[config.mk]
export PLATFORM = sky130hd
export DESIGN_NAME = quadratic_bezier_point_generator_core
export DESIGN_NICKNAME = d
export VERILOG_FILES = /design/src/rtl/core/qbez_pkg.sv /design/src/rtl/core/qbez_ctrl.sv /design/src/rtl/core/qbez_dp.sv /design/src/rtl/core/quadratic_bezier_point_generator_core.sv
export SDC_FILE = /design/constraint.sdc
export NUM_CORES = 2
export LEC_CHECK = 0
export ABC_AREA = 1
export BUFFER_PORTS_ARGS = -buffer_cell sky130_fd_sc_hd__buf_2
export CAP_MARGIN = 30
export CORE_ASPECT_RATIO = 0.6
export CORE_MARGIN = 3
export CORE_UTILIZATION = 35
export DETAILED_ROUTE_END_ITERATION = 10
export PLACE_DENSITY = 0.54
export SETUP_SLACK_MARGIN = 0.4
export SLEW_MARGIN = 25
export SYNTH_ARGS = -nofsm -noshare
export SYNTH_HDL_FRONTEND = slang
export SYNTH_HIERARCHICAL = 1
export SYNTH_SLANG_ARGS = --single-unit
[constraint.sdc]
create_clock -name clk -period 17.1 [get_ports clk]
set_input_delay 1.71 -clock clk [delete_from_list [all_inputs] [get_ports clk]]
set_output_delay 1.71 -clock clk [all_outputs]
set_load 0.02 [all_outputs]
[src/rtl/core/qbez_pkg.sv]
// ----------------------------------------------------------------------------
// qbez_pkg
// Shared constants, register map and controller-to-datapath command bundle
// for the quadratic Bezier point generator.
// ----------------------------------------------------------------------------
`default_nettype none

package qbez_pkg;

  // Default widths
  localparam int COORD_WIDTH_DEF     = 16;
  localparam int PARAM_FRAC_BITS_DEF = 16;

  // Step register value after reset (about 0.01 in Q1.16)
  localparam int STEP_RESET = 655;

  // Register map
  localparam int CFG_IDX_W = 3;
  localparam logic [CFG_IDX_W-1:0] REG_A_X  = 3'd0;
  localparam logic [CFG_IDX_W-1:0] REG_A_Y  = 3'd1;
  localparam logic [CFG_IDX_W-1:0] REG_B_X  = 3'd2;
  localparam logic [CFG_IDX_W-1:0] REG_B_Y  = 3'd3;
  localparam logic [CFG_IDX_W-1:0] REG_C_X  = 3'd4;
  localparam logic [CFG_IDX_W-1:0] REG_C_Y  = 3'd5;
  localparam logic [CFG_IDX_W-1:0] REG_STEP = 3'd6;

  // Axis lanes
  localparam int AXIS_X = 0;
  localparam int AXIS_Y = 1;
  localparam int NUM_AXES = 2;

  // Commands from controller to datapath
  typedef struct packed {
    logic load;    // accept a tick: latch t, advance the parameter
    logic mul_ab;  // product <= (b - a) * t
    logic mul_bc;  // p <= a + round(product); product <= (c - b) * t
    logic lat_q;   // q <= b + round(product)
    logic mul_pq;  // product <= (q - p) * t
    logic lat_r;   // output <= p + round(product)
  } dp_cmd_t;

endpackage

`default_nettype wire

[src/rtl/core/qbez_ctrl.sv]
// ----------------------------------------------------------------------------
// qbez_ctrl
// Sequencer for one curve point: steps the datapath through the three
// interpolation levels and owns the input and output handshakes.
// ----------------------------------------------------------------------------
`default_nettype none

module qbez_ctrl (
  input  wire logic              clk,
  input  wire logic              rst_n,
  input  wire logic              in_valid,
  output      logic              in_stall,
  output      logic              out_valid,
  input  wire logic              out_stall,
  output      qbez_pkg::dp_cmd_t cmd
);

  localparam logic [2:0] ST_IDLE = 3'd0;
  localparam logic [2:0] ST_MAB  = 3'd1;
  localparam logic [2:0] ST_MBC  = 3'd2;
  localparam logic [2:0] ST_LQ   = 3'd3;
  localparam logic [2:0] ST_MPQ  = 3'd4;
  localparam logic [2:0] ST_LR   = 3'd5;

  logic [2:0] state_r, state_nxt;
  logic       out_valid_r, out_valid_nxt;

  // Next state and commands
  always_comb begin
    state_nxt = state_r;
    cmd       = '0;
    unique case (state_r)
      ST_IDLE: begin
        if (in_valid) begin
          cmd.load  = 1'b1;
          state_nxt = ST_MAB;
        end
      end
      ST_MAB: begin
        cmd.mul_ab = 1'b1;
        state_nxt  = ST_MBC;
      end
      ST_MBC: begin
        cmd.mul_bc = 1'b1;
        state_nxt  = ST_LQ;
      end
      ST_LQ: begin
        cmd.lat_q = 1'b1;
        state_nxt = ST_MPQ;
      end
      ST_MPQ: begin
        cmd.mul_pq = 1'b1;
        state_nxt  = ST_LR;
      end
      ST_LR: begin
        // hold the last step until the output register is free
        if (!out_valid_r || !out_stall) begin
          cmd.lat_r = 1'b1;
          state_nxt = ST_IDLE;
        end
      end
      default: begin
        state_nxt = ST_IDLE;
      end
    endcase
  end

  // Output valid: set on a new result, cleared on transfer
  assign out_valid_nxt = cmd.lat_r | (out_valid_r & out_stall);

  always_ff @(posedge clk) begin
    if (!rst_n) begin
      state_r     <= ST_IDLE;
      out_valid_r <= 1'b0;
    end else begin
      state_r     <= state_nxt;
      out_valid_r <= out_valid_nxt;
    end
  end

  assign in_stall  = (state_r != ST_IDLE);
  assign out_valid = out_valid_r;

endmodule

`default_nettype wire

[src/rtl/core/qbez_dp.sv]
// ----------------------------------------------------------------------------
// qbez_dp
// Datapath: configuration registers, curve parameter, one multiplier per
// axis with a registered product, interpolation registers and output
// payload register.
// ----------------------------------------------------------------------------
`default_nettype none

module qbez_dp #(
  parameter int COORD_WIDTH     = qbez_pkg::COORD_WIDTH_DEF,
  parameter int PARAM_FRAC_BITS = qbez_pkg::PARAM_FRAC_BITS_DEF,
  parameter int CFG_DATA_W      = (COORD_WIDTH > PARAM_FRAC_BITS + 1) ?
                                  COORD_WIDTH : PARAM_FRAC_BITS + 1
) (
  input  wire logic                                clk,
  input  wire logic                                rst_n,
  input  wire logic                                cfg_we,
  input  wire logic [qbez_pkg::CFG_IDX_W-1:0]      cfg_index,
  input  wire logic [CFG_DATA_W-1:0]               cfg_data,
  input  wire logic                                in_restart,
  input  wire qbez_pkg::dp_cmd_t                   cmd,
  output      logic signed [COORD_WIDTH-1:0]       out_point_x,
  output      logic signed [COORD_WIDTH-1:0]       out_point_y,
  output      logic [PARAM_FRAC_BITS:0]            out_param_used,
  output      logic                                out_last
);

  localparam int CW    = COORD_WIDTH;
  localparam int F     = PARAM_FRAC_BITS;
  localparam int PW    = F + 1;
  localparam int PRODW = CW + PW + 2;
  localparam int NA    = qbez_pkg::NUM_AXES;

  localparam logic [PW-1:0]    PARAM_ONE = {1'b1, {F{1'b0}}};
  localparam logic [PW-1:0]    STEP_RST  = PW'(qbez_pkg::STEP_RESET);
  localparam logic [PRODW-1:0] HALF      = PRODW'(1) << (F - 1);

  // Configuration
  logic [CW-1:0] a_r [NA];
  logic [CW-1:0] b_r [NA];
  logic [CW-1:0] c_r [NA];
  logic [PW-1:0] step_r;

  // Curve state and per-point registers
  logic [PW-1:0] param_r;
  logic [PW-1:0] t_r;
  logic          last_r;

  logic [CW-1:0]           p_r    [NA];
  logic [CW-1:0]           q_r    [NA];
  logic signed [PRODW-1:0] prod_r [NA];

  logic signed [CW-1:0] pt_x_r, pt_y_r;
  logic [PW-1:0]        pt_t_r;
  logic                 pt_last_r;

  // Parameter advance
  logic [PW-1:0] t0;
  logic [PW-1:0] t_clamp;
  logic [PW:0]   t_next;
  logic          last_nxt;

  always_comb begin
    t0       = in_restart ? '0 : param_r;
    t_clamp  = (t0 > PARAM_ONE) ? PARAM_ONE : t0;
    t_next   = {1'b0, t_clamp} + {1'b0, step_r};
    last_nxt = (t_next > {1'b0, PARAM_ONE});
  end

  // Operand select, multiply and rounding for each axis lane
  logic [CW-1:0]           op_hi   [NA];
  logic [CW-1:0]           op_lo   [NA];
  logic signed [CW:0]      diff    [NA];
  logic signed [PRODW-1:0] prod_nxt[NA];
  logic signed [PRODW-1:0] rsum    [NA];
  logic signed [PRODW-1:0] rshift  [NA];
  logic [CW-1:0]           base    [NA];
  logic [CW-1:0]           lerp    [NA];
  logic signed [PW:0]      t_ext;

  assign t_ext = $signed({1'b0, t_r});

  always_comb begin
    for (int i = 0; i < NA; i++) begin
      if (cmd.mul_ab) begin
        op_hi[i] = b_r[i];
        op_lo[i] = a_r[i];
      end else if (cmd.mul_bc) begin
        op_hi[i] = c_r[i];
        op_lo[i] = b_r[i];
      end else begin
        op_hi[i] = q_r[i];
        op_lo[i] = p_r[i];
      end
      diff[i]     = $signed({op_hi[i][CW-1], op_hi[i]}) - $signed({op_lo[i][CW-1], op_lo[i]});
      prod_nxt[i] = diff[i] * t_ext;

      // base + floor((product + half) / one)
      if (cmd.mul_bc) begin
        base[i] = a_r[i];
      end else if (cmd.lat_q) begin
        base[i] = b_r[i];
      end else begin
        base[i] = p_r[i];
      end
      rsum[i]   = prod_r[i] + $signed(HALF);
      rshift[i] = rsum[i] >>> F;
      lerp[i]   = base[i] + rshift[i][CW-1:0];
    end
  end

  // Configuration registers and curve parameter
  always_ff @(posedge clk) begin
    if (!rst_n) begin
      for (int i = 0; i < NA; i++) begin
        a_r[i] <= '0;
        b_r[i] <= '0;
        c_r[i] <= '0;
      end
      step_r  <= STEP_RST;
      param_r <= '0;
    end else begin
      if (cfg_we) begin
        unique case (cfg_index)
          qbez_pkg::REG_A_X:  a_r[qbez_pkg::AXIS_X] <= cfg_data[CW-1:0];
          qbez_pkg::REG_A_Y:  a_r[qbez_pkg::AXIS_Y] <= cfg_data[CW-1:0];
          qbez_pkg::REG_B_X:  b_r[qbez_pkg::AXIS_X] <= cfg_data[CW-1:0];
          qbez_pkg::REG_B_Y:  b_r[qbez_pkg::AXIS_Y] <= cfg_data[CW-1:0];
          qbez_pkg::REG_C_X:  c_r[qbez_pkg::AXIS_X] <= cfg_data[CW-1:0];
          qbez_pkg::REG_C_Y:  c_r[qbez_pkg::AXIS_Y] <= cfg_data[CW-1:0];
          qbez_pkg::REG_STEP: step_r <= cfg_data[PW-1:0];
          default: ;
        endcase
      end
      if (cmd.load) begin
        param_r <= last_nxt ? '0 : t_next[PW-1:0];
      end
    end
  end

  // Per-point working registers
  always_ff @(posedge clk) begin
    if (cmd.load) begin
      t_r    <= t_clamp;
      last_r <= last_nxt;
    end
    for (int i = 0; i < NA; i++) begin
      if (cmd.mul_ab || cmd.mul_bc || cmd.mul_pq) begin
        prod_r[i] <= prod_nxt[i];
      end
      if (cmd.mul_bc) begin
        p_r[i] <= lerp[i];
      end
      if (cmd.lat_q) begin
        q_r[i] <= lerp[i];
      end
    end
  end

  // Output payload register
  always_ff @(posedge clk) begin
    if (cmd.lat_r) begin
      pt_x_r    <= $signed(lerp[qbez_pkg::AXIS_X]);
      pt_y_r    <= $signed(lerp[qbez_pkg::AXIS_Y]);
      pt_t_r    <= t_r;
      pt_last_r <= last_r;
    end
  end

  assign out_point_x    = pt_x_r;
  assign out_point_y    = pt_y_r;
  assign out_param_used = pt_t_r;
  assign out_last       = pt_last_r;

endmodule

`default_nettype wire

[src/rtl/core/quadratic_bezier_point_generator_core.sv]
// ----------------------------------------------------------------------------
// quadratic_bezier_point_generator_core
// Quadratic Bezier point generator, de Casteljau form: each tick yields one
// curve point at the current parameter, which then advances by the step, or to zero after the last point.
//
//   Channel | Direction | Handshake          | Payload
//   --------+-----------+--------------------+------------------------------
//   cfg     | in        | cfg_we             | cfg_index, cfg_data
//   in      | in        | in_valid/in_stall  | in_restart
//   out     | out       | out_valid/out_stall| out_point_x/y, param_used, last
//
// One point takes the accept cycle and five steps of the sequencer through
// the three interpolation levels on one multiplier per axis.
// in_stall is high from the cycle after a transfer until the point is in the
// output register; a new tick is then taken while that result waits.
// A stalled output holds the last step; nothing is lost or repeated.
// Reset is synchronous, active low; no clearing pass is needed.
// ----------------------------------------------------------------------------
`default_nettype none

module quadratic_bezier_point_generator_core #(
  parameter int COORD_WIDTH     = qbez_pkg::COORD_WIDTH_DEF,
  parameter int PARAM_FRAC_BITS = qbez_pkg::PARAM_FRAC_BITS_DEF,
  parameter int CFG_DATA_W      = (COORD_WIDTH > PARAM_FRAC_BITS + 1) ?
                                  COORD_WIDTH : PARAM_FRAC_BITS + 1
) (
  input  wire logic                           clk,
  input  wire logic                           rst_n,
  // configuration
  input  wire logic                           cfg_we,
  input  wire logic [qbez_pkg::CFG_IDX_W-1:0] cfg_index,
  input  wire logic [CFG_DATA_W-1:0]          cfg_data,
  // ticks
  input  wire logic                           in_valid,
  output      logic                           in_stall,
  input  wire logic                           in_restart,
  // points
  output      logic                           out_valid,
  input  wire logic                           out_stall,
  output      logic signed [COORD_WIDTH-1:0]  out_point_x,
  output      logic signed [COORD_WIDTH-1:0]  out_point_y,
  output      logic [PARAM_FRAC_BITS:0]       out_param_used,
  output      logic                           out_last
);

  qbez_pkg::dp_cmd_t cmd;

  // Sequencer
  qbez_ctrl u_ctrl (
    .clk       (clk),
    .rst_n     (rst_n),
    .in_valid  (in_valid),
    .in_stall  (in_stall),
    .out_valid (out_valid),
    .out_stall (out_stall),
    .cmd       (cmd)
  );

  // Datapath
  qbez_dp #(
    .COORD_WIDTH     (COORD_WIDTH),
    .PARAM_FRAC_BITS (PARAM_FRAC_BITS),
    .CFG_DATA_W      (CFG_DATA_W)
  ) u_dp (
    .clk            (clk),
    .rst_n          (rst_n),
    .cfg_we         (cfg_we),
    .cfg_index      (cfg_index),
    .cfg_data       (cfg_data),
    .in_restart     (in_restart),
    .cmd            (cmd),
    .out_point_x    (out_point_x),
    .out_point_y    (out_point_y),
    .out_param_used (out_param_used),
    .out_last       (out_last)
  );

`ifndef SYNTHESIS
  localparam logic [PARAM_FRAC_BITS:0] PARAM_ONE = {1'b1, {PARAM_FRAC_BITS{1'b0}}};

  // a tick transfer starts a point: no second tick in the next cycle
  a_busy_after_accept: assert property (@(posedge clk) disable iff (!rst_n)
    in_valid && !in_stall |=> in_stall)
    else $error("tick taken while a point is in progress");

  // a new result appears only from the final interpolation step
  a_valid_from_last_step: assert property (@(posedge clk) disable iff (!rst_n)
    $rose(out_valid) |-> $past(cmd.lat_r))
    else $error("output valid without a final step");

  // the reported parameter never exceeds one
  a_param_bound: assert property (@(posedge clk) disable iff (!rst_n)
    out_valid |-> out_param_used <= PARAM_ONE)
    else $error("parameter above one");

  // the datapath gets at most one command per cycle
  a_one_cmd: assert property (@(posedge clk) disable iff (!rst_n)
    $onehot0(cmd))
    else $error("conflicting datapath commands");
`endif

endmodule

`default_nettype wire

==> metrics.cfg <==
[status]
status=completed

[clock_tree]
post-cts-setup-buffers=0
cts_hold_buf=0
cts_buffer_depth=3
cts_buffers=28
cts_resized=0
clk_latency_ns=0.59
h-tree-depth=1
cts_tree=yes
clk_pin_slew_worst_paths_ns=0.08
cts_root_buffer=clkbuf_16
clock_sinks=300

[setup_path]
crit_type=flop to flop
slowest_delay_ns=0.77
crit_top_cell=fa_1
critPathRequiredTime_ns=17.45
slowest_stage=xor2_2
reg2reg_slack_ns=7.14
reg2regPathDepth=36
start_kind=flop
r2r-end=u_dp/prod_r[0][30]
r2r_start=u_ctrl/state_r[1]
path_max_fanout=66
worstPathArrival_ns=10.31
endpoint_kind=flop

[synth]
yosysTopAreaCell=fa_1
yosysSeqAreaShare_pct=24.6
yosys_register_bits=300
yosysWarningCount=6
syn_avg_cell_area_sq_um=8.36
synth.distinct_cells=59
synth.cell_area_sq_um=35100
synthArstFlopShare_pct=0
netlist_instances=4193
synth.area.top_cells=fa_1, edfxtp_1, ha_1
syn_nets=4963
synth-edff-count=262
synthFlopType=edfxtp_1
yosysTopAreaCellShare_pct=25.8

[sta]
slew_viol_final=0
fin_worst_skew_ns=0.0181
tightest_slew_ns=0.996
tns_ns=0
setup_viol=0
timing.final.crit_share_pct=58.3
min_period_ns=9.96
hold_viol_final=0
rsz0062_at_grt=false
hold_slack_ns=0.445
clock.fmax_mhz=100
max_slew_margin_pct=33.5

[detailed_routing]
wire_per_inst_microns=20.7
wirelength_mm=115
drt_iter0_drc=3071
num_vias=28189
antenna_left=0
drc=0
avgViaCountPerCell=5.08
firstDrtPassIters=6

[cells_and_area]
seqCellArea_sq_um=8630
drive_above_1_share_pct=5.92
syn2layout_area_growth_pct=7.99
multiInputGateArea_sq_um=22700
antenna_cells=0
final_nets=4973
fillers=10074

[global_routing]
antenna_found_initial=2
grt_pass1_vias=27103
grt_usage_pct=21.8
grt_max_degree=85
use_met3_pct=6.71
grt_pass1_wl_mm=173
met1_usage_pct=36.5
grt-busiest-layer=met1
use_met2_pct=27.0
overflow=0

[floorplanning]
die_height_microns=251
coreArea_sq_um=98800
row_count=89
initial_core_util_pct=35.5
die_width_microns=415
top_level_ports=78
die_area_sq_um=104000

[place]
gp_congestion=0.924
io_buffers=77
hpwlAfterDp_mm=90.6

[hold_path]
whs_path_depth=0
min_to=u_dp/out_last
hold_class=flop to flop
min_from=u_dp/last_r

[run]
max_cap_violations=0

[cell usage in the layout, fill, tap and decap left out, drive strengths merged, types with 8 or more instances in the layout]
cell      n
a21o     11
a21oi   234
buf     122
clkbuf   32
clkinv   23
dfxtp    38
edfxtp  262
fa      451
ha      293
inv     835
nand2   864
nand3   131
nand3b    8
nand4    22
nor2    501
nor3     27
o211ai   14
o21ai   164
o21bai   12
or2      27
xnor2    24
xor2     75
[metrics by stage]
| step | std cells | worst slack (ns) | area [sq um] | util [%] |
|---|---|---|---|---|
| finish | 5544 | 7.14 | 37900 | 38.3 |
| global route | 5544 | 6.46 | 37900 | 38.3 |
| CTS | 5541 | 7.34 | 37800 | 38.3 |
| detailed placement | 5489 | 7.36 | 36900 | 37.3 |
| global placement | 5488 | 7.46 | 36800 | 37.3 |
| floorplan | 4193 | 7.76 | 35100 | - |
[cell usage after synthesis (14+ instances only)]
cell and instances:
xor2_1 73, inv_1 824, nand4_1 22, clkbuf_1 119, a21oi_1 223, dfxtp_1 38
o21ai_0 152, nor2_1 496, nand2_1 859, xnor2_1 24, ha_1 293, nand3_2 14
nand3_1 117, or2_2 25, fa_1 451, nor3_1 24, o211ai_1 14, edfxtp_1 262
[flip-flops by register name, indices dropped and copies added, names as in the netlist, 32 cells and up]
signal       cells
u_dp/q_r        32
u_dp/c_r        32
u_dp/b_r        32
u_dp/prod_r     34
u_dp/a_r        32
u_dp/p_r        32
[worst max-delay path by stage]
stage | startpoint | cells past startpoint | slack [ns] | to
after floorplan | u_ctrl/state_r[1] | 42 | 7.76 | u_dp/prod_r[0][64]
after global placement | u_ctrl/state_r[2] | 40 | 7.46 | u_dp/prod_r[0][64]
after detailed placement | u_ctrl/state_r[2] | 40 | 7.36 | u_dp/prod_r[0][64]
after CTS | u_ctrl/state_r[2] | 40 | 7.34 | u_dp/prod_r[0][64]
after global routing | u_ctrl/state_r[2] | 40 | 6.46 | u_dp/prod_r[0][64]
final | u_ctrl/state_r[1] | 36 | 7.14 | u_dp/prod_r[0][30]
[cell families (layout without fill, tap and decap cells)]
group / count (synthesis) / in the layout / share of synthesized area, %
adders and majority gates: 744 / 744 / 36.2
buffers and inverters: 985 / 1017 / 10.7
and+or+nand+nor: 1597 / 1597 / 18.6
xor gates and xnor gates: 99 / 99 / 2.52
AOI/OAI and AO/OA: 468 / 468 / 7.35
DFF: 300 / 300 / 24.6
[metal layers]
layer	wire, microns	vias to the layer above
met1	57700	13671
met2	40300	1406
met5	0	-
li1	-	13016
met3	15200	96
met4	1410	0
[cell type report]
type	count	share of cell area [%]
clock buffers	32	1.95
clock inverters	20	0.562
flip-flops and latches	300	22.8
multi-input cells	2908	60.0
inverters	843	8.36
repair buffers	122	2.01
well taps	1319	4.36
[worst max-delay path: cells and delay by family (launching register included)]
kind	cells	cell delay (ns)
fa+ha+maj	9	4.10
compound gates	9	1.70
buf+inv	8	1.66
simple gates	9	0.87
xor+xnor	1	0.77
flops	1	0.52
Power is left out: the tool's default activity adds up to more than one toggle a clock period on the data nets, which glitch-free logic cannot reach.
